**config.mk**
```make
export PLATFORM = sky130hd
export DESIGN_NAME = ring_array_deque_core
export DESIGN_NICKNAME = d
export VERILOG_FILES = /design/src/rtl/core/rad_pkg.sv /design/src/rtl/core/rad_ram.sv /design/src/rtl/core/rad_ctrl.sv /design/src/rtl/core/ring_array_deque_core.sv
export SDC_FILE = /design/constraint.sdc
export NUM_CORES = 1
export LEC_CHECK = 0
export ABC_AREA = 0
export ABC_CLOCK_PERIOD_IN_PS = 5700
export BUFFER_PORTS_ARGS = -buffer_cell sky130_fd_sc_hd__buf_2
export CAP_MARGIN = 20
export CORE_UTILIZATION = 40
export DETAILED_ROUTE_END_ITERATION = 12
export PLACE_DENSITY = 0.64
export SYNTH_ARGS = -nofsm -noshare
export SYNTH_HDL_FRONTEND = slang
export SYNTH_HIERARCHICAL = 1
export SYNTH_SLANG_ARGS = --single-unit
```
**constraint.sdc**
```tcl
create_clock -name clk -period 5.7 [get_ports clk]
set_input_delay 1.14 -clock clk [delete_from_list [all_inputs] [get_ports clk]]
set_output_delay 1.14 -clock clk [all_outputs]
set_load 0.1 [all_outputs]
```
**src/rtl/core/rad_pkg.sv**
```systemverilog
// Shared types and constants for the ring array deque.
package rad_pkg;

  localparam int unsigned VALUE_W = 32;
  localparam int unsigned INDEX_W = 4;
  localparam int unsigned FILL_W  = 5;

  typedef enum logic [1:0] {
    OP_PUSH      = 2'd0,
    OP_POP_FRONT = 2'd1,
    OP_POP_BACK  = 2'd2,
    OP_READ_AT   = 2'd3
  } op_t;

  typedef struct packed {
    op_t                op;
    logic [VALUE_W-1:0] push_value;
    logic [INDEX_W-1:0] index;
  } in_item_t;

  typedef struct packed {
    logic               ok;
    logic [VALUE_W-1:0] read_value;
    logic [FILL_W-1:0]  fill_count;
  } out_item_t;

  // Result control carried from the pointer logic to the output stage.
  typedef struct packed {
    logic valid;
    logic ok;
    logic rd_ok;
  } resp_t;

endpackage

```
**src/rtl/core/rad_ram.sv**
```systemverilog
// Generic single-write, single-read RAM with registered read data.
module rad_ram #(
  parameter int unsigned WIDTH = 32,
  parameter int unsigned DEPTH = 16
) (
  input  logic                     clk,
  input  logic                     we,
  input  logic [$clog2(DEPTH)-1:0] waddr,
  input  logic [WIDTH-1:0]         wdata,
  input  logic                     re,
  input  logic [$clog2(DEPTH)-1:0] raddr,
  output logic [WIDTH-1:0]         rdata
);

  logic [WIDTH-1:0] mem [DEPTH];
  logic [WIDTH-1:0] rdata_r;

  always_ff @(posedge clk) begin
    if (we) begin
      mem[waddr] <= wdata;
    end
    if (re) begin
      rdata_r <= mem[raddr];
    end
  end

  assign rdata = rdata_r;

endmodule

```
**src/rtl/core/rad_ctrl.sv**
```systemverilog
// Head and count registers, ring address generation and result control.
module rad_ctrl #(
  parameter int unsigned CAPACITY   = 16,
  parameter int unsigned ELEM_WIDTH = 32
) (
  input  logic                        clk,
  input  logic                        rst_n,
  input  logic                        start,
  input  rad_pkg::in_item_t           in_item,
  output logic                        busy,
  output logic                        mem_we,
  output logic [$clog2(CAPACITY)-1:0] mem_waddr,
  output logic [ELEM_WIDTH-1:0]       mem_wdata,
  output logic                        mem_re,
  output logic [$clog2(CAPACITY)-1:0] mem_raddr,
  output rad_pkg::resp_t              resp,
  output logic [$clog2(CAPACITY+1)-1:0] count
);

  localparam int unsigned AW   = $clog2(CAPACITY);
  localparam int unsigned CW   = $clog2(CAPACITY + 1);
  localparam int unsigned CMPW = (CW > rad_pkg::INDEX_W) ? CW : rad_pkg::INDEX_W;
  localparam int unsigned DW   = (ELEM_WIDTH > rad_pkg::VALUE_W) ? ELEM_WIDTH
                                                                 : rad_pkg::VALUE_W;
  localparam logic [AW:0]   CAP_S   = CAPACITY[AW:0];
  localparam logic [CW-1:0] CAP_C   = CAPACITY[CW-1:0];
  localparam logic [AW-1:0] LAST_AD = AW'(CAPACITY - 1);

  logic [AW-1:0]   head_r, head_nxt;
  logic [CW-1:0]   count_r, count_nxt;
  rad_pkg::resp_t  resp_r, resp_nxt;

  logic            accept;
  logic            is_full, is_empty, idx_ok;
  logic [CMPW-1:0] idx_ext, cnt_ext;
  logic [AW:0]     tail_sum, rd_sum;
  logic [AW-1:0]   tail_ad, rd_ad, head_inc;
  logic [DW-1:0]   value_wide;

  assign accept   = start && !busy;
  assign busy     = 1'b0;
  assign is_full  = (count_r == CAP_C);
  assign is_empty = (count_r == '0);
  assign idx_ext  = CMPW'(in_item.index);
  assign cnt_ext  = CMPW'(count_r);
  assign idx_ok   = (idx_ext < cnt_ext);

  // Wrap head + offset; offset stays below the capacity whenever it is used.
  assign tail_sum = {1'b0, head_r} + {1'b0, count_r[AW-1:0]};
  assign tail_ad  = (tail_sum >= CAP_S) ? AW'(tail_sum - CAP_S) : tail_sum[AW-1:0];
  assign rd_sum   = {1'b0, head_r} + {1'b0, idx_ext[AW-1:0]};
  assign rd_ad    = (rd_sum >= CAP_S) ? AW'(rd_sum - CAP_S) : rd_sum[AW-1:0];
  assign head_inc = (head_r == LAST_AD) ? '0 : head_r + 1'b1;

  assign value_wide = DW'(in_item.push_value);
  assign mem_wdata  = value_wide[ELEM_WIDTH-1:0];
  assign mem_waddr  = tail_ad;
  assign mem_raddr  = rd_ad;

  always_comb begin
    head_nxt       = head_r;
    count_nxt      = count_r;
    resp_nxt       = '0;
    mem_we         = 1'b0;
    mem_re         = 1'b0;
    resp_nxt.valid = accept;
    if (accept) begin
      case (in_item.op)
        rad_pkg::OP_PUSH: begin
          if (!is_full) begin
            mem_we      = 1'b1;
            count_nxt   = count_r + 1'b1;
            resp_nxt.ok = 1'b1;
          end
        end
        rad_pkg::OP_POP_FRONT: begin
          if (!is_empty) begin
            head_nxt    = head_inc;
            count_nxt   = count_r - 1'b1;
            resp_nxt.ok = 1'b1;
          end
        end
        rad_pkg::OP_POP_BACK: begin
          if (!is_empty) begin
            count_nxt   = count_r - 1'b1;
            resp_nxt.ok = 1'b1;
          end
        end
        default: begin
          if (idx_ok) begin
            mem_re         = 1'b1;
            resp_nxt.ok    = 1'b1;
            resp_nxt.rd_ok = 1'b1;
          end
        end
      endcase
    end
  end

  always_ff @(posedge clk) begin
    if (!rst_n) begin
      head_r  <= '0;
      count_r <= '0;
      resp_r  <= '0;
    end else begin
      head_r  <= head_nxt;
      count_r <= count_nxt;
      resp_r  <= resp_nxt;
    end
  end

  assign resp  = resp_r;
  assign count = count_r;

endmodule

```
**src/rtl/core/ring_array_deque_core.sv**
```systemverilog
// Ring array deque: top level with pointer control, element RAM and result mapping.
//
// Usage: drive an operation on in_item and raise start; the transfer takes place
// at a rising edge with start high and busy low. busy stays low, so a new
// operation may follow in every cycle.
// Operations: push at the tail, pop front, pop back, read at a logical index
// from the head (index 0 is the front). Full, empty and out-of-range cases
// return ok low and leave the ring untouched.
// Result: the result appears on out_item, marked by out_valid, in the cycle
// after the transfer and stays there for exactly that cycle. The read goes
// through the registered port of the element RAM; head and count update in
// the transfer cycle, so throughput is one operation per cycle.
// fill_count reports the element count after the operation.
// Reset (rst_n low, synchronous) empties the ring and clears the head; the
// element RAM keeps its contents and needs no clearing since only written
// entries below the count are ever read.
// The receiver cannot stall: every result is taken in its strobe cycle.
module ring_array_deque_core #(
  parameter int unsigned CAPACITY   = 16,
  parameter int unsigned ELEM_WIDTH = 32
) (
  input  logic               clk,
  input  logic               rst_n,
  input  logic               start,
  input  rad_pkg::in_item_t  in_item,
  output logic               busy,
  output logic               out_valid,
  output rad_pkg::out_item_t out_item
);

  localparam int unsigned AW = $clog2(CAPACITY);
  localparam int unsigned CW = $clog2(CAPACITY + 1);
  localparam int unsigned DW = (ELEM_WIDTH > rad_pkg::VALUE_W) ? ELEM_WIDTH
                                                               : rad_pkg::VALUE_W;
  localparam int unsigned FXW = (CW > rad_pkg::FILL_W) ? CW : rad_pkg::FILL_W;

  logic                  mem_we, mem_re;
  logic [AW-1:0]         mem_waddr, mem_raddr;
  logic [ELEM_WIDTH-1:0] mem_wdata, mem_rdata;
  rad_pkg::resp_t        resp;
  logic [CW-1:0]         count;
  logic [DW-1:0]         rdata_wide;
  logic [FXW-1:0]        count_wide;

  rad_ctrl #(
    .CAPACITY   (CAPACITY),
    .ELEM_WIDTH (ELEM_WIDTH)
  ) u_ctrl (
    .clk       (clk),
    .rst_n     (rst_n),
    .start     (start),
    .in_item   (in_item),
    .busy      (busy),
    .mem_we    (mem_we),
    .mem_waddr (mem_waddr),
    .mem_wdata (mem_wdata),
    .mem_re    (mem_re),
    .mem_raddr (mem_raddr),
    .resp      (resp),
    .count     (count)
  );

  rad_ram #(
    .WIDTH (ELEM_WIDTH),
    .DEPTH (CAPACITY)
  ) u_ram (
    .clk   (clk),
    .we    (mem_we),
    .waddr (mem_waddr),
    .wdata (mem_wdata),
    .re    (mem_re),
    .raddr (mem_raddr),
    .rdata (mem_rdata)
  );

  assign rdata_wide = DW'(mem_rdata);
  assign count_wide = FXW'(count);

  assign out_valid           = resp.valid;
  assign out_item.ok         = resp.ok;
  assign out_item.read_value = resp.rd_ok ? rdata_wide[rad_pkg::VALUE_W-1:0] : '0;
  assign out_item.fill_count = count_wide[rad_pkg::FILL_W-1:0];

  // Every transfer yields a result in the next cycle, and only then.
  a_one_result: assert property (@(posedge clk) disable iff (!rst_n)
    (start && !busy) |=> out_valid)
    else $error("missing result after transfer");

  a_no_spurious: assert property (@(posedge clk) disable iff (!rst_n)
    !(start && !busy) |=> !out_valid)
    else $error("result without transfer");

  // A failed operation must leave the count unchanged.
  a_fail_holds: assert property (@(posedge clk) disable iff (!rst_n)
    (out_valid && !out_item.ok) |-> (count == $past(count)))
    else $error("count changed on failed operation");

  a_count_bound: assert property (@(posedge clk) disable iff (!rst_n)
    count <= CW'(CAPACITY))
    else $error("count exceeds capacity");

endmodule

```
# Word-level counts from Yosys, hierarchy flattened

Memories as Yosys holds them, arrays and structs flattened. A register that Yosys moved wholly into a read port is not among the register bits.
Cells that the tools add are included.

Bitwise gates (word level): 3
$add $sub $neg: 7
Reduce and logical (&&, ||, !) cells: 9
Muxes and demuxes: 18
Order comparisons: 3
Equal/unequal tests: 6

Operators by type and width:

| kind                  | count |
|---|---|
| $mux W32              | 1 |
| $mux W4               | 3 |
| $add A4 B4 Y5         | 2 |
| $ge A5 B5 Y1 const B  | 2 |
| $mux W5               | 2 |
| $pmux W5 S2           | 1 |
| $mux W1               | 9 |
| $sub A4 B1 Y4 const B | 2 |
| $add A5 B1 Y5 const B | 1 |
| $eq A5 B5 Y1 const B  | 1 |
| $logic_not A5 Y1      | 1 |
| $lt A4 B5 Y1          | 1 |
| $reduce_or A5 Y1      | 1 |
| $sub A5 B1 Y5 const B | 1 |
| $add A4 B1 Y4 const B | 1 |
| $eq A4 B4 Y1 const B  | 1 |
| $ne A2 B2 Y1 const B  | 2 |
| $reduce_and A4 Y1     | 1 |
| $not A1 Y1            | 3 |
| $reduce_and A3 Y1     | 1 |
| $reduce_or A3 Y1      | 1 |
| $eq A2 B1 Y1 const B  | 1 |
| $eq A2 B2 Y1 const B  | 1 |
| $logic_not A2 Y1      | 1 |
| other kinds (5)       | 5 |

Bits in registers: 12
Memories: 1
Memory bits (writable): 512
Word-level logic and storage cells: 52
Output and inout bits: 40

Memory list:

| memory    | words | bits a word | read ports | clocked after memory_dff | write ports | RTL line      | text |
|---|---|---|---|---|---|---|---|
| u_ram.mem | 16    | 32          | 1          | 1                        | 1           | rad_ram.sv:15 | `logic [WIDTH-1:0] mem [DEPTH];` |

# Logic depth before layout (Yosys ltp)

Depth in word-level cells: 6
Depth in mapped cells: 9
Depth with buffers taken out: 9

# Cells and area by module

Netlist, hierarchy kept.

By module, submodules not included:

| module                | area each (um^2) | times used | sequential area each (um^2) | cells an instance |
|---|---|---|---|---|
| rad_ram               | 20,155.6         | 1          | 16,335.7                    | 838 |
| rad_ctrl              | 1,306.3          | 1          | 240.2                       | 158 |
| ring_array_deque_core | 255.2            | 1          | 0.0                         | 35 |

# Least setup slack after synthesis

No wires, ideal clock.

Path type: register to register
Start: reg u_ctrl.count_r[0] (netlist: u_ctrl/count[0])
End: mem u_ram.mem[0][0] (enable)
Slack: 0.581 ns
Cell stages (with the launch flop): 7
Path buffers: 0
Data arrival time: 4.658 ns
Cell sequence: dfxtp_1 -> ha_1 -> inv_1 -> fa_1 -> xnor2_1 -> or3b_2 -> nor3_1

RTL lines:

| what                                          | RTL line                    | text |
|---|---|---|
| start: declaration                            | rad_ctrl.sv:30              | `logic [CW-1:0] count_r, count_nxt;` |
| start signal: assignment                      | rad_ctrl.sv:107             | `count_r <= count_nxt;` |
| $add A4 B4 Y5 (*)                             | rad_ctrl.sv:49              | `assign tail_sum = {1'b0, head_r} + {1'b0, count_r[AW-1:0]};` |
| $sub A4 B1 Y4 or $ge A5 B5 Y1 (tied branches) | rad_ctrl.sv:50              | `assign tail_ad = (tail_sum >= CAP_S) ? AW'(tail_sum - CAP_S) : tail_sum[AW-1:0];` |
| $mux W4 (*)                                   | rad_ctrl.sv:50              |  |
| named net mem_waddr[2]                        | ring_array_deque_core.sv:38 | `logic [AW-1:0] mem_waddr, mem_raddr;` |
| end: declaration                              | rad_ram.sv:15               |  |

The timed path passes the listed nets; every way through them passes the cells marked *.

# Final worst setup path

Start: reg u_ctrl.count_r[0] (netlist: u_ctrl/count[0])
End: mem u_ram.mem[13][0] (enable)

Same word-level chain as after synthesis.

==> impl_metrics.xml <==
<?xml version="1.0" encoding="UTF-8"?>
<metrics>
  <group name="placement">
    <metric name="gpl.final_weighted_congestion" unit="">0.7825</metric>
    <metric name="detailedPlacementHpwl" unit="um">25300</metric>
    <metric name="portBuffers" unit="">79</metric>
    <metric name="placement.cell_area" unit="mm2">0.02290</metric>
  </group>
  <group name="clocking">
    <metric name="cts-htree-levels" unit="">2</metric>
    <metric name="clkSinkCount" unit="">556</metric>
    <metric name="cts_hold_buffers" unit="">0</metric>
    <metric name="cts_post_setup_buffers_inserted" unit="">0</metric>
    <metric name="cts_max_path_buffers" unit="">3</metric>
    <metric name="root_buffer" unit="">clkbuf_16</metric>
    <metric name="numCtsBuffers" unit="">55</metric>
    <metric name="clk_latency" unit="ns">0.60</metric>
    <metric name="cts_tree" unit="">done</metric>
    <metric name="clkSlewWorstSetupHoldPaths" unit="ns">0.06</metric>
    <metric name="post_cts.resized_instances" unit="">0</metric>
  </group>
  <group name="final_layout">
    <metric name="fillCellCount" unit="">4395</metric>
    <metric name="finalNetCount" unit="">1172</metric>
    <metric name="layout.area.seq" unit="mm2">0.01658</metric>
    <metric name="multiInputGateArea" unit="mm2">0.004771</metric>
    <metric name="synthToLayoutAreaGrowth" unit="%">13.30</metric>
    <metric name="diodes_inserted" unit="">0</metric>
    <metric name="final_design_area_no_fill" unit="mm2">0.02460</metric>
    <metric name="drive_above_1_share" unit="">0.3194</metric>
  </group>
  <group name="setup_path">
    <metric name="cpLargestDelayFamily" unit="">simple AND/OR/NAND/NOR gates</metric>
    <metric name="path_cells" unit="">ha_1 -&gt; inv_1 -&gt; fa_1 -&gt; xnor2_1 -&gt; nand3_1 -&gt; nor2_4 -&gt; buf_4</metric>
    <metric name="timing.critical_path.slowest_stage_cell" unit="">nor2_4</metric>
    <metric name="setup.worst_path.class" unit="">reg2reg</metric>
    <metric name="worst_path_buf_inv" unit="">2</metric>
    <metric name="worstPathRequired" unit="ns">5.97</metric>
    <metric name="crit_path_max_fanout" unit="">20</metric>
    <metric name="endpoint_kind" unit="">flop</metric>
    <metric name="worst_path_arrival_time" unit="ns">3.68</metric>
    <metric name="crit_start_category" unit="">flop</metric>
    <metric name="critPathMaxStageDelay" unit="ns">0.83</metric>
  </group>
  <group name="die">
    <metric name="die_width" unit="um">235.0</metric>
    <metric name="rows" unit="">85</metric>
    <metric name="initial_cell_density_of_the_core" unit="">0.4044</metric>
    <metric name="floorplan.core_area" unit="mm2">0.05371</metric>
    <metric name="io_pins" unit="">81</metric>
    <metric name="die_height" unit="um">235.0</metric>
    <metric name="fp.dieArea" unit="mm2">0.05523</metric>
  </group>
  <group name="worst_hold_path">
    <metric name="worst_hold_path_type" unit="">reg2reg</metric>
  </group>
  <group name="detailed_routing">
    <metric name="drt_first_iter_violations" unit="">781</metric>
    <metric name="drc" unit="">0</metric>
    <metric name="post_drt_wl_per_cell" unit="um">24.97</metric>
    <metric name="postRouteWirelength" unit="um">46150</metric>
    <metric name="drtAntennaViolNets" unit="">0</metric>
    <metric name="detailedRoute.firstPassIterationCount" unit="">5</metric>
    <metric name="vias" unit="">10009</metric>
    <metric name="viasPerCell" unit="">5.416</metric>
  </group>
  <group name="grt">
    <metric name="sum_of_overflow_across_all_layers_after_global_routing" unit="">0</metric>
    <metric name="grt_antenna_before_repair" unit="">5</metric>
    <metric name="maximum_number_of_pins_on_one_net_before_global_route_repair" unit="">129</metric>
    <metric name="grt_pass1_wl" unit="um">68730</metric>
    <metric name="via_count_of_the_first_global_routing_pass" unit="">10323</metric>
    <metric name="track_usage" unit="">0.1697</metric>
  </group>
  <group name="synthesis">
    <metric name="yosys-top-cells-count" unit="">544 x edfxtp_1, 128 x mux4_2, 64 x a22oi_1</metric>
    <metric name="yosys.cell_count.top_type" unit="">edfxtp_1</metric>
    <metric name="synth_top_area_cell" unit="">edfxtp_1</metric>
    <metric name="syn_inst" unit="">1031</metric>
    <metric name="yosys_register_bits" unit="">556</metric>
    <metric name="synth.yosys.seq_area_share" unit="">0.7633</metric>
    <metric name="mappedNetlistNets" unit="">1091</metric>
    <metric name="syn-cell-area" unit="mm2">0.02172</metric>
    <metric name="synth_top_area_share" unit="">0.7522</metric>
    <metric name="async_reset_ff_frac" unit="">0</metric>
    <metric name="ys_top_cells_by_area" unit="">edfxtp_1 75%, mux4_2 13%, a22oi_1 2.2%, buf_4 1.5%, dfxtp_1 1.1%</metric>
    <metric name="yosys_warnings" unit="">6</metric>
    <metric name="synth_edf_count" unit="">544</metric>
    <metric name="synth.lib_cells_used.distinct" unit="">45</metric>
    <metric name="ys.flop_type" unit="">edfxtp_1</metric>
    <metric name="synth_area_per_cell" unit="um2">21.06</metric>
  </group>
  <group name="outcome">
    <metric name="status" unit="">completed</metric>
  </group>
  <group name="timing">
    <metric name="finalClockSkew" unit="ns">0.01958</metric>
    <metric name="fin_setup_tns" unit="ns">0</metric>
    <metric name="report.final.hold_viol_count" unit="">0</metric>
    <metric name="worst_pin_slew" unit="ns">1.076</metric>
    <metric name="timing.slew.headroom" unit="">0.2824</metric>
    <metric name="final_period_minus_worst_setup_slack" unit="ns">3.418</metric>
    <metric name="min_period_over_period" unit="">0.5996</metric>
    <metric name="final_setup_violations" unit="">0</metric>
    <metric name="highest_clock_rate" unit="MHz">292.6</metric>
    <metric name="drv_slew" unit="">0</metric>
    <metric name="grt_setup_unrepaired" unit="">false</metric>
  </group>
  <group name="run">
    <metric name="drv.max_cap_violation_count" unit="">0</metric>
  </group>
  <group name="power">
    <metric name="power.ir.vdd_worst" unit="uV">236.1</metric>
    <metric name="power_per_cell_area" unit="mW/mm2">359.2</metric>
    <metric name="leakage" unit="nW">7.979</metric>
  </group>
</metrics>
-- through the flow --
stage / total power [mW] / std cells / setup WS [ns] / utilization / hold slack [ns]
2_1_floorplan: 5.279 / 1031 / 0.5806 / - / 0.4958
4_1_cts: 8.924 / 1848 / 2.233 / 0.4581 / 0.5388
6_report: 8.837 / 1848 / 2.282 / 0.4581 / 0.5355
5_1_grt: 9.130 / 1848 / 2.089 / 0.4581 / 0.5600
3_5_place_dp: 5.468 / 1751 / 1.858 / 0.4264 / 0.5289
3_3_place_gp: 5.456 / 1751 / 1.888 / 0.4264 / 0.5289
-- registers in the layout, summed over array words and instances, names as in the netlist --
register,cells
u_ram/rdata,32
u_ctrl/count,5
u_ctrl/resp,3
u_ctrl/head_r,4
u_ram/mem,512
-- final timing paths --
check,slack (ns),depth (start not counted),to,start
setup / recovery,2.28,7,u_ram/mem[13][0],u_ctrl/count[0]
hold / removal,0.54,2,u_ctrl/head_r[3],u_ctrl/head_r[3]
setup reg to reg,2.28,7,u_ram/mem[13][0],u_ctrl/count[0]
hold reg to reg,0.54,2,u_ctrl/head_r[3],u_ctrl/head_r[3]
-- worst min-delay path: cells and delay by family, from the launching register on --
kind | cells | cell delay (ns)
flip-flops | 1 | 0.36
AO/OA/AOI/OAI | 2 | 0.13
-- metal layers --
metal / routed length, um / vias up / GRT usage
met4: 931 / 8 / 0.04924
met1: 19940 / 5273 / 0.2338
li1: - / 4372 / -
met5: 53 / - / 0
met2: 22670 / 288 / 0.2785
met3: 2551 / 68 / 0.02867
-- placed cells by master, fill, tap and decap left out, drive strengths merged, types with 2 or more instances in the layout --
master / count
dfxtp: 12
a22oi: 64
mux2i: 3
nand2b: 7
edfxtp: 544
nor2: 24
bufinv: 5
o21ai: 5
xor2: 3
nand3b: 4
ha: 16
nand2: 41
a21oi: 11
and2: 34
nand3: 4
nor2b: 4
nor3: 4
inv: 15
clkbuf: 74
a31oi: 2
buf: 105
a21o: 4
fa: 3
mux4: 128
xnor2: 7
clkinv: 16
-- logic make-up after synthesis --
logic type | after synthesis | synth area share
adders and majority gates | 19 | 0.01198
DFF | 556 | 0.7633
and+or+nand+nor | 128 | 0.03169
xor gates and xnor gates | 10 | 0.004033
muxes | 131 | 0.1341
buffers and inverters | 95 | 0.02431
AOI/OAI and AO/OA | 91 | 0.03042
other | 1 | 0.0001727
-- power by group --
group / switching [mW] / internal [mW] / total [mW]
registers: 0.0277 / 4.55 / 4.58
logic: 0.481 / 0.306 / 0.787
clock network: 1.46 / 2.01 / 3.47
-- cell type report --
type                            instances  share of cell area
Multi-Input combinational cell        380              0.1939
Clock inverter                         23             0.01002
Inverter                               14            0.002237
Tap cell                              696             0.03539
Timing Repair Buffer                  105             0.02553
Sequential cell                       556              0.6737
Clock buffer                           74             0.05924
Note: power is estimated with default switching activity, not from simulation.
